==> config.mk <==
export PLATFORM = sky130hd
export DESIGN_NAME = positional_list_engine_top
export DESIGN_NICKNAME = d
export VERILOG_FILES = /design/src/design/plen_pkg.sv /design/src/design/plen_store.sv /design/src/design/plen_ctrl.sv /design/src/design/positional_list_engine_top.sv
export SDC_FILE = /design/constraint.sdc
export NUM_CORES = 1
export LEC_CHECK = 0
export ABC_AREA = 1
export BUFFER_PORTS_ARGS = -buffer_cell sky130_fd_sc_hd__buf_2
export CORE_UTILIZATION = 53
export CTS_BUF_LIST = sky130_fd_sc_hd__clkbuf_4 sky130_fd_sc_hd__clkbuf_8 sky130_fd_sc_hd__clkbuf_16
export DETAILED_ROUTE_END_ITERATION = 12
export PLACE_DENSITY = 0.69
export RECOVER_POWER = 50
export SKIP_CTS_REPAIR_TIMING = 1
export SLEW_MARGIN = 20
export SYNTH_ARGS = -nofsm -noshare
export SYNTH_HDL_FRONTEND = slang
export SYNTH_SLANG_ARGS = --single-unit
==> constraint.sdc <==
create_clock -name clk -period 5.19 [get_ports clk]
set_input_delay 1.2975 -clock clk [delete_from_list [all_inputs] [get_ports clk]]
set_output_delay 1.2975 -clock clk [all_outputs]
set_load 0.02 [all_outputs]
==> src/design/plen_pkg.sv <==
// ----------------------------------------------------------------------------
// plen_pkg
// Shared types and constants for the positional list engine: sizes, operation
// and status codes, controller states and the store access struct.
// ----------------------------------------------------------------------------
package plen_pkg;

  localparam int CAPACITY    = 16;
  localparam int VALUE_WIDTH = 32;
  localparam int ADDR_W      = $clog2(CAPACITY);
  localparam int COUNT_W     = $clog2(CAPACITY + 1);
  localparam int POS_W       = 5;
  localparam int KIND_W      = 3;
  localparam int OUT_W       = 32;
  localparam int CMP_W       = (COUNT_W > POS_W) ? COUNT_W : POS_W;

  typedef enum logic [KIND_W-1:0] {
    K_SET    = 3'd0,
    K_GET    = 3'd1,
    K_INSERT = 3'd2,
    K_REMOVE = 3'd3,
    K_FRONT  = 3'd4,
    K_BACK   = 3'd5
  } kind_t;

  typedef enum logic [1:0] {
    ST_OK    = 2'd0,
    ST_BAD   = 2'd1,
    ST_EMPTY = 2'd2,
    ST_FULL  = 2'd3
  } status_t;

  typedef enum logic [2:0] {
    S_IDLE,
    S_DECODE,
    S_GET_WAIT,
    S_HOLD_WAIT,
    S_SHIFT,
    S_FINISH,
    S_RESULT
  } state_t;

  typedef struct packed {
    logic                   wr_en;
    logic [ADDR_W-1:0]      wr_addr;
    logic [VALUE_WIDTH-1:0] wr_data;
    logic                   rd_en;
    logic [ADDR_W-1:0]      rd_addr;
  } mem_req_t;

endpackage

==> src/design/plen_store.sv <==
// ----------------------------------------------------------------------------
// plen_store
// Entry memory: one write port and one read port, read data registered.
// ----------------------------------------------------------------------------
module plen_store (
  input  logic                               clk,
  input  plen_pkg::mem_req_t                 req,
  output logic [plen_pkg::VALUE_WIDTH-1:0]   rd_data
);

  logic [plen_pkg::VALUE_WIDTH-1:0] mem [plen_pkg::CAPACITY];

  always_ff @(posedge clk) begin
    if (req.wr_en) begin
      mem[req.wr_addr] <= req.wr_data;
    end
  end

  always_ff @(posedge clk) begin
    if (req.rd_en) begin
      rd_data <= mem[req.rd_addr];
    end
  end

endmodule

==> src/design/plen_ctrl.sv <==
// ----------------------------------------------------------------------------
// plen_ctrl
// Request sequencer: checks each request against the count, then reads,
// shifts entries one place per cycle through the store and writes back.
// ----------------------------------------------------------------------------
module plen_ctrl (
  input  logic                                clk,
  input  logic                                rst,
  input  logic                                start,
  input  logic [plen_pkg::KIND_W-1:0]         kind,
  input  logic [plen_pkg::POS_W-1:0]          position,
  input  logic [plen_pkg::OUT_W-1:0]          value,
  output logic                                busy,
  output logic                                done,
  output logic [plen_pkg::VALUE_WIDTH-1:0]    rd_value,
  output plen_pkg::status_t                   status_r,
  output logic [plen_pkg::COUNT_W-1:0]        cnt,
  output plen_pkg::mem_req_t                  mem_req,
  input  logic [plen_pkg::VALUE_WIDTH-1:0]    rd_data
);

  plen_pkg::state_t                 state, state_next;
  plen_pkg::kind_t                  req_kind;
  logic [plen_pkg::CMP_W-1:0]       req_pos;
  logic [plen_pkg::VALUE_WIDTH-1:0] req_val;
  logic [plen_pkg::VALUE_WIDTH-1:0] hold;
  logic [plen_pkg::ADDR_W-1:0]      rd_ptr, wr_ptr, fin_addr;
  logic [plen_pkg::COUNT_W-1:0]     rd_left;
  logic                             pend, up, fin_en;

  logic [plen_pkg::CMP_W-1:0]       pc, cc, last;
  logic [plen_pkg::ADDR_W-1:0]      pa;
  logic                             in_range, at_last, accept;
  plen_pkg::status_t                dec_status;

  assign pc       = req_pos;
  assign cc       = plen_pkg::CMP_W'(cnt);
  assign last     = cc - plen_pkg::CMP_W'(1);
  assign pa       = plen_pkg::ADDR_W'(req_pos);
  assign in_range = pc < cc;
  assign at_last  = (cc != '0) && (pc == last);
  assign accept   = start && !busy;

  always_comb begin
    dec_status = plen_pkg::ST_OK;
    case (req_kind)
      plen_pkg::K_SET, plen_pkg::K_GET: begin
        if (!in_range) dec_status = plen_pkg::ST_BAD;
      end
      plen_pkg::K_INSERT: begin
        if (pc > cc) dec_status = plen_pkg::ST_BAD;
        else if (cc >= plen_pkg::CMP_W'(plen_pkg::CAPACITY)) dec_status = plen_pkg::ST_FULL;
      end
      plen_pkg::K_REMOVE: begin
        if (pc == '0 && cc == '0) dec_status = plen_pkg::ST_EMPTY;
        else if (!in_range) dec_status = plen_pkg::ST_BAD;
      end
      plen_pkg::K_FRONT: begin
        if (pc != '0 && !in_range) dec_status = plen_pkg::ST_BAD;
      end
      plen_pkg::K_BACK: begin
        if (!at_last && !in_range) dec_status = plen_pkg::ST_BAD;
      end
      default: dec_status = plen_pkg::ST_OK;
    endcase
  end

  always_ff @(posedge clk) begin
    if (rst) begin
      state <= plen_pkg::S_IDLE;
    end else begin
      state <= state_next;
    end
  end

  always_comb begin
    state_next = state;
    busy       = 1'b1;
    done       = 1'b0;
    mem_req    = '0;
    case (state)
      plen_pkg::S_IDLE: begin
        busy = 1'b0;
        if (start) state_next = plen_pkg::S_DECODE;
      end
      plen_pkg::S_DECODE: begin
        state_next = plen_pkg::S_RESULT;
        case (req_kind)
          plen_pkg::K_SET: begin
            if (in_range) begin
              mem_req.wr_en   = 1'b1;
              mem_req.wr_addr = pa;
              mem_req.wr_data = req_val;
            end
          end
          plen_pkg::K_GET: begin
            if (in_range) begin
              mem_req.rd_en   = 1'b1;
              mem_req.rd_addr = pa;
              state_next      = plen_pkg::S_GET_WAIT;
            end
          end
          plen_pkg::K_INSERT: begin
            if (dec_status == plen_pkg::ST_OK) begin
              if (pc == cc) begin
                mem_req.wr_en   = 1'b1;
                mem_req.wr_addr = pa;
                mem_req.wr_data = req_val;
              end else begin
                state_next = plen_pkg::S_SHIFT;
              end
            end
          end
          plen_pkg::K_REMOVE: begin
            if (in_range && !at_last) state_next = plen_pkg::S_SHIFT;
          end
          plen_pkg::K_FRONT: begin
            if (pc != '0 && in_range) begin
              mem_req.rd_en   = 1'b1;
              mem_req.rd_addr = pa;
              state_next      = plen_pkg::S_HOLD_WAIT;
            end
          end
          plen_pkg::K_BACK: begin
            if (!at_last && in_range) begin
              mem_req.rd_en   = 1'b1;
              mem_req.rd_addr = pa;
              state_next      = plen_pkg::S_HOLD_WAIT;
            end
          end
          default: state_next = plen_pkg::S_RESULT;
        endcase
      end
      plen_pkg::S_GET_WAIT: begin
        state_next = plen_pkg::S_RESULT;
      end
      plen_pkg::S_HOLD_WAIT: begin
        state_next = plen_pkg::S_SHIFT;
      end
      plen_pkg::S_SHIFT: begin
        if (rd_left != '0) begin
          mem_req.rd_en   = 1'b1;
          mem_req.rd_addr = rd_ptr;
        end else begin
          state_next = plen_pkg::S_FINISH;
        end
        if (pend) begin
          mem_req.wr_en   = 1'b1;
          mem_req.wr_addr = wr_ptr;
          mem_req.wr_data = rd_data;
        end
      end
      plen_pkg::S_FINISH: begin
        if (fin_en) begin
          mem_req.wr_en   = 1'b1;
          mem_req.wr_addr = fin_addr;
          mem_req.wr_data = hold;
        end
        state_next = plen_pkg::S_RESULT;
      end
      plen_pkg::S_RESULT: begin
        busy = 1'b0;
        done = 1'b1;
        state_next = start ? plen_pkg::S_DECODE : plen_pkg::S_IDLE;
      end
      default: state_next = plen_pkg::S_IDLE;
    endcase
  end

  // count
  always_ff @(posedge clk) begin
    if (rst) begin
      cnt <= '0;
    end else if (state == plen_pkg::S_DECODE && dec_status == plen_pkg::ST_OK) begin
      if (req_kind == plen_pkg::K_INSERT) begin
        cnt <= cnt + plen_pkg::COUNT_W'(1);
      end else if (req_kind == plen_pkg::K_REMOVE) begin
        cnt <= cnt - plen_pkg::COUNT_W'(1);
      end
    end
  end

  // request capture and shift datapath
  always_ff @(posedge clk) begin
    if (accept) begin
      req_kind <= plen_pkg::kind_t'(kind);
      req_pos  <= plen_pkg::CMP_W'(position);
      req_val  <= value[plen_pkg::VALUE_WIDTH-1:0];
    end
    case (state)
      plen_pkg::S_DECODE: begin
        status_r <= dec_status;
        rd_value <= '0;
        pend     <= 1'b0;
        hold     <= req_val;
        case (req_kind)
          plen_pkg::K_INSERT: begin
            up       <= 1'b1;
            rd_ptr   <= plen_pkg::ADDR_W'(last);
            wr_ptr   <= plen_pkg::ADDR_W'(cc);
            rd_left  <= plen_pkg::COUNT_W'(cc - pc);
            fin_en   <= 1'b1;
            fin_addr <= pa;
          end
          plen_pkg::K_REMOVE: begin
            up      <= 1'b0;
            rd_ptr  <= pa + plen_pkg::ADDR_W'(1);
            wr_ptr  <= pa;
            rd_left <= plen_pkg::COUNT_W'(last - pc);
            fin_en  <= 1'b0;
          end
          plen_pkg::K_FRONT: begin
            up       <= 1'b1;
            rd_ptr   <= pa - plen_pkg::ADDR_W'(1);
            wr_ptr   <= pa;
            rd_left  <= plen_pkg::COUNT_W'(pc);
            fin_en   <= 1'b1;
            fin_addr <= '0;
          end
          plen_pkg::K_BACK: begin
            up       <= 1'b0;
            rd_ptr   <= pa + plen_pkg::ADDR_W'(1);
            wr_ptr   <= pa;
            rd_left  <= plen_pkg::COUNT_W'(last - pc);
            fin_en   <= 1'b1;
            fin_addr <= plen_pkg::ADDR_W'(last);
          end
          default: begin
            rd_left <= '0;
            fin_en  <= 1'b0;
          end
        endcase
      end
      plen_pkg::S_GET_WAIT: begin
        rd_value <= rd_data;
      end
      plen_pkg::S_HOLD_WAIT: begin
        hold <= rd_data;
      end
      plen_pkg::S_SHIFT: begin
        pend <= (rd_left != '0);
        if (rd_left != '0) begin
          rd_ptr  <= up ? rd_ptr - plen_pkg::ADDR_W'(1) : rd_ptr + plen_pkg::ADDR_W'(1);
          rd_left <= rd_left - plen_pkg::COUNT_W'(1);
        end
        if (pend) begin
          wr_ptr <= up ? wr_ptr - plen_pkg::ADDR_W'(1) : wr_ptr + plen_pkg::ADDR_W'(1);
        end
      end
      default: begin
      end
    endcase
  end

endmodule

==> src/design/positional_list_engine_top.sv <==
// ----------------------------------------------------------------------------
// positional_list_engine_top
// Ordered list of up to 16 values held in a one-port-read, one-port-write
// memory, with set, get, insert, remove, move to front and move to back.
// ----------------------------------------------------------------------------
// sequence: every request passes decode then the result state; get adds a
//   read wait state, shifting requests add the shift and finish states (moves
//   also a hold read), with one memory read/write per cycle while shifting
// handshake: a new request is accepted in the done cycle; results are
//   strobed once and cannot be stalled
// reset: count cleared to zero; memory contents are left as they are
module positional_list_engine_top (
  input  logic        clk,
  input  logic        rst,
  input  logic        start,
  input  logic [2:0]  kind,
  input  logic [4:0]  position,
  input  logic [31:0] value,
  output logic        busy,
  output logic        done,
  output logic [31:0] read_value,
  output logic [1:0]  status,
  output logic [4:0]  count
);

  plen_pkg::mem_req_t                 mem_req;
  logic [plen_pkg::VALUE_WIDTH-1:0]   rd_data;
  logic [plen_pkg::VALUE_WIDTH-1:0]   rd_value;
  plen_pkg::status_t                  status_r;
  logic [plen_pkg::COUNT_W-1:0]       cnt;

  plen_ctrl u_ctrl (
    .clk      (clk),
    .rst      (rst),
    .start    (start),
    .kind     (kind),
    .position (position),
    .value    (value),
    .busy     (busy),
    .done     (done),
    .rd_value (rd_value),
    .status_r (status_r),
    .cnt      (cnt),
    .mem_req  (mem_req),
    .rd_data  (rd_data)
  );

  plen_store u_store (
    .clk     (clk),
    .req     (mem_req),
    .rd_data (rd_data)
  );

  assign read_value = 32'(rd_value);
  assign status     = status_r;
  assign count      = 5'(cnt);

endmodule

Yosys cells after proc, flatten, opt, wreduce, memory -nomap -nowiden
Memory sizes are Yosys's and may differ from the RTL's. A register that Yosys moved wholly into a read port is not among the register bits.
Index checks and enable logic that the tools add are counted.
W data, S select, Z words.
{ "word_totals": {"ff_bits": 134, "latchBits": 0, "ram_bits": 512, "mem_bits_ro": 0, "input_bits": 43, "out_inout_bits": 41, "wordCells": 141, "memories": 1} }
{ "mem_list": {"columns": ["memory", "words", "word_bits", "rd", "rd_ports_with_merged_regs", "wr", "line", "rtl"], "rows": [
  ["u_store.mem", 16, 32, 1, 1, 1, "plen_store.sv:11", "logic [plen_pkg::VALUE_WIDTH-1:0] mem [plen_pkg::CAPACITY];"]
]} }
{ "classes": {"n_addsub": 11, "mul": 0, "div": 0, "n_lt_le_gt_ge": 3, "eq_ne": 19, "shift": 0, "mux": 54, "bitwise_logic": 0, "n_reduce_logical": 38} }
{ "ops": {"columns": ["operator", "count"], "rows": [
  ["$mux W37", 5],
  ["$pmux W32 S2", 2],
  ["$pmux W37 S3", 1],
  ["$pmux W37 S2", 1],
  ["$mux W5", 7],
  ["$pmux W5 S3", 2],
  ["$pmux W4 S2", 3],
  ["$pmux W4 S3", 2],
  ["$pmux W5 S2", 2],
  ["$mux W3", 6],
  ["$pmux W3 S6", 1],
  ["$mux W4", 4],
  ["$eq A3 B3 Y1 const B", 5],
  ["$pmux W3 S5", 1],
  ["$reduce_bool A5 Y1", 3],
  ["$add A4 B1 Y4 const B", 3],
  ["$eq A3 B2 Y1 const B", 4],
  ["$sub A4 B1 Y4 const B", 3],
  ["$eq A5 B5 Y1", 2],
  ["$logic_not A5 Y1", 2],
  ["$mux W2", 5],
  ["$pmux W2 S5", 1],
  ["$reduce_and A2 Y1", 5],
  ["$reduce_bool A2 Y1", 5],
  ["21 further kinds", 50]
]} }

Depth between registers and ports, before layout
{ "depth": {"word_depth": 13, "ltp_mapped": 22, "depth_no_buf": 20} }

By module
Synthesis repeated with hierarchy kept, for this count alone.
{ "hier_totals": {"cells_unflattened": 2859, "hier_area_um2": 30191.5} }
{ "modules_own_cells": {"columns": ["mod", "n_inst", "cells_per_inst", "area_per_inst_um2", "seq_area_each_um2"], "rows": [
  ["plen_store", 1, 2120, 23050.9, 16335.7],
  ["plen_ctrl", 1, 739, 7140.6, 3943.8]
]} }

Worst setup path before layout
No wires, ideal clock.
{ "synth_timing": {"path_kind": "flip-flop to flip-flop", "from": "register u_ctrl.cnt[0] (netlist bit)", "to": "memory u_store.mem[15][0] (netlist bit), enable pin", "setup_ps": 421, "arrival_time_ps": 3970, "t_required_ps": 4769, "path_slack_ps": 799, "path_stages_with_launch": 20, "path_buffers": 0, "synth_period_minus_slack_ps": 4391, "cell_sequence": "dfxtp_1 > inv_1 > ha_1 > xnor2_1 > inv_1 > ha_1 > nand2_1 > nor2_1 > nand2_1 > inv_1 > nand3_2 > nand2_2 > nand2_1 > nand2_1 > nand4_1 > nand2_1 > nand3_1 > nand2_1 > nand2_1 > nor2_1"} }
{ "synth_between": {"elab_chain_len": 13, "word_cells_on_any_way": 29, "classes_between": "add/sub (1); order compare (3); eq/ne (2); mux (14); reduce/logical (9)"} }
{ "synth_rtl": {"columns": ["element", "line", "rtl"], "rows": [
  ["start, declared", "plen_ctrl.sv:17", "output logic [plen_pkg::COUNT_W-1:0] cnt,"],
  ["start signal, assigned", "plen_ctrl.sv:176", "cnt <= cnt + plen_pkg::COUNT_W'(1);"],
  ["start signal, assigned", "plen_ctrl.sv:178", "cnt <= cnt - plen_pkg::COUNT_W'(1);"],
  ["$sub A5 B1 Y5", "plen_ctrl.sv:38", "assign last = cc - plen_pkg::CMP_W'(1);"],
  ["$eq A5 B5 Y1", "plen_ctrl.sv:41", "assign at_last = (cc != '0) && (pc == last);"],
  ["$logic_and A1 B1 Y1", "plen_ctrl.sv:41", null],
  ["$logic_not A1 Y1", "plen_ctrl.sv:62", "if (!at_last && !in_range) dec_status = plen_pkg::ST_BAD;"],
  ["$logic_and A1 B1 Y1", "plen_ctrl.sv:62", null],
  ["$mux W1", "plen_ctrl.sv:62", null],
  ["$pmux W2 S5", "plen_ctrl.sv:46", "case (req_kind)"],
  ["$logic_not A2 Y1", "plen_ctrl.sv:104", "if (dec_status == plen_pkg::ST_OK) begin"],
  ["$mux W37", "plen_ctrl.sv:104", null],
  ["$pmux W37 S2 *", "plen_ctrl.sv:88", "case (req_kind)"],
  ["$pmux W37 S3 *", "plen_ctrl.sv:81", "case (state)"],
  ["$mux W1", "plen_store.sv:14", "if (req.wr_en) begin"],
  ["$mux W1 (implied by the code)", "plen_store.sv:15", "mem[req.wr_addr] <= req.wr_data;"],
  ["end, declared", "plen_store.sv:11", null]
]} }
Every way passes the cells marked *; elsewhere a longest branch is shown, timed or not.

Final worst setup path
{ "layout_timing": {"from": "register u_ctrl.cnt[1] (netlist bit)", "to": "memory u_store.mem[5][10] (netlist bit), enable pin"} }
Same word-level chain as after synthesis.

==> impl_metrics.yaml <==
global_route:
  grt_max_degree: 150
  overflow: 0
  grt_pass1_vias: 19694
  grt_pass1_wl_um: 118000
  antenna_found_initial: 0
  grt.total_usage: 0.271
sta:
  setup_violations: 0
  skew_ns: 0.0236
  max_slew_margin: -0.263
  worst_pin_slew_ns: 1.89
  slew_viol_final: 119
  max_freq_mhz: 215
  finalHoldViolCount: 0
  fin_tns_setup_ns: 0
  rsz0062_at_grt: "no"
  min_period_ns: 4.65
  period_share: 0.896
route:
  firstDrtPassIters: 6
  vias: 20539
  vias_per_cell: 5.70
  wl_per_cell_um: 21.6
  ant_nets: 0
  drt_iter0_markers: 2413
  drc: 0
  wirelength_um: 77800
flow_run:
  drv_cap: 4
setup_path:
  crit_path_start_kind: "flip-flop"
  critPathCaptureType: "flip-flop"
  required_ns: 5.48
  critPathMaxFanout: 21
  worstSetupPathType: "flip-flop to flip-flop"
  worstPathArrival_ns: 4.93
placement:
  portBuffers: 83
  place_hpwl_um: 46100
  place.gp.congestion: 0.892
  place_area_um2: 31700
die:
  die_height_um: 241
  fp.dieW_um: 241
  initial_core_util: 0.536
  die_area_um2: 58000
  rows: 87
  core_area_um2: 56400
  ios: 84
cts:
  ctsLongestPathBuffers: 3
  clk_pin_slew_ns: 0.06
  ctsHtreeMaxLevel: 3
  clkSinkCount: 678
  clock_latency_ns: 0.61
  cts_made_buffers: 71
  cts-root-buf: "clkbuf_16"
  cts_tree: "done"
cells_and_area:
  nets: 2859
  synthToLayoutAreaGrowth_pct: 11.3
  fin_area_um2: 33600
  fillCellCount: 4563
  drive_gt1_frac: 0.0774
logic_synthesis:
  yosysSeqAreaShare: 0.671
  synth_ff_type: "edfxtp_1"
  synth.distinct_cells: 40
  synth_nets: 2789
  yosysTopAreaCell: "edfxtp_1"
  ys_ff_latch: 678
  avgSynthCellArea_um2: 11.1
  synth_commonest_cells: "edfxtp_1, nand3_1, nand2_1, inv_1, nand3b_1"
  synth_top_area_frac: 0.666
  synth-edff-count: 670
  ys_top_cells_by_area: "edfxtp_1, nand3_1, nand2_1"
  synth.most_common_cell: "edfxtp_1"
  synthArstFlopShare: 0
  yosys_warnings: 0
  synthCells: 2723
  syn_area_um2: 30200
power_and_ir_drop:
  vdd_drop_max_uv: 313
  powerDensity_nw_per_um2: 494
  leakagePower_nw: 13.2
run_status:
  outcome: "finished with violations"
  violations: "capacitance limit, slew limit"
min_path:
  hold_path_class: "flip-flop to flip-flop"
worst paths after layout:
kind	to	slack (ns)	startpoint	cells after the start
hold reg to reg	u_ctrl.hold[18]$_DFFE_PP_	0.57	u_ctrl.req_val[18]$_DFFE_PP_	2
hold / removal	u_ctrl.hold[18]$_DFFE_PP_	0.57	u_ctrl.req_val[18]$_DFFE_PP_	2
setup / recovery	u_store.mem[5][10]$_DFFE_PP_	0.54	u_ctrl.cnt[1]$_SDFFE_PP0P_	20
setup reg to reg	u_store.mem[5][10]$_DFFE_PP_	0.54	u_ctrl.cnt[1]$_SDFFE_PP0P_	20
sequential cells by signal, summed over array words and instances, names as in the netlist:
register and count:
u_ctrl.state 3, u_ctrl.fin_en 1, u_ctrl.pend 1, u_ctrl.cnt 5, u_ctrl.hold 32, u_store.rd_data 32, u_ctrl.wr_ptr 4, u_ctrl.rd_ptr 4
u_ctrl.rd_left 5, u_ctrl.rd_value 32, u_ctrl.status_r 2, u_ctrl.pc 5, u_ctrl.up 1, u_ctrl.req_kind 3, u_store.mem 512, u_ctrl.fin_addr 4
u_ctrl.req_val 32
layout make-up:
cell class | instances | area [µm²] | area share
Tap cell | 756 | 946 | 0.0281
Sequential cell | 678 | 20300 | 0.603
Multi-Input combinational cell | 1492 | 7730 | 0.230
Clock inverter | 32 | 244 | 0.00725
Inverter | 402 | 1510 | 0.0449
Antenna cell | 1 | 2.50 | 0.0000744
Clock buffer | 92 | 1960 | 0.0582
Timing Repair Buffer | 148 | 963 | 0.0286
kinds of logic after synthesis:
logic type               count (synthesis)  synth area share
XOR/XNOR                                16           0.00464
buffers and inverters                  553            0.0765
AND/OR/NAND/NOR                       1304             0.207
flip-flops                             678             0.671
AO/OA/AOI/OAI                          149            0.0299
adder cells (fa/ha/maj)                 23            0.0108
power breakdown:
part           total (mW)  switching [mW]  internal (mW)
registers            7.53           0.339           7.19
logic                4.22            3.08           1.14
clock network        4.88            2.07           2.81
total                16.6            5.49           11.1
stage by stage:
step	utilization	power (mW)	hold slack, ns	setup WS (ns)	instances
CTS	0.601	16.7	0.559	0.837	3599
global placement	0.561	11.8	0.554	0.959	3475
global route	0.597	17.3	0.604	0.271	3600
detailed placement	0.561	11.9	0.548	0.852	3475
finish	0.597	16.6	0.566	0.542	3601
floorplan	-	10.3	0.525	0.799	2723
critical path: stages, from the launching register on:
cell and delay [ns]:
dfxtp_1 0.50, inv_1 0.14, ha_1 0.26, xnor2_1 0.24, inv_1 0.11, ha_1 0.36
nand2_1 0.10, nor2_1 0.17, nand2_1 0.08, inv_1 0.05, nand3_1 0.12, nand2_1 0.13
nand2_1 0.06, nand2_1 0.09, nand4_1 0.09, nand2_1 0.26, nand3_1 0.13, nand2_1 0.17
nand2_1 0.21, nor2_2 0.74, buf_12 0.31
layer usage:
layer / track usage / vias up / part of all wire
li1: - / 9476 / -
met1: 0.394 / 10011 / 0.43
met2: 0.416 / 944 / 0.45
met3: 0.0483 / 108 / 0.093
met4: 0.0871 / 0 / 0.023
met5: 0 / - / 0
placed cells by master (no fill, tap or decap), types with 3 or more instances in the layout:
cell type	instances
clkinv_2	5
dfxtp_1	8
xnor2_1	3
bufinv_16	3
buf_2	37
xor2_1	13
nand4_1	4
o21ai_0	68
buf_12	16
clkbuf_16	72
nor2_4	12
inv_1	392
clkbuf_2	3
fa_1	5
a22oi_1	35
clkbuf_1	66
o22ai_1	5
clkbuf_4	19
nand3_1	543
buf_4	26
edfxtp_1	670
inv_2	6
or2_2	4
nand3b_1	160
nor3_1	3
ha_1	18
a21oi_1	23
nand2_1	503
nor2_2	5
nor2_1	64
a211oi_1	6
clkinv_1	23
Note: power is estimated with default switching activity, not from simulation.
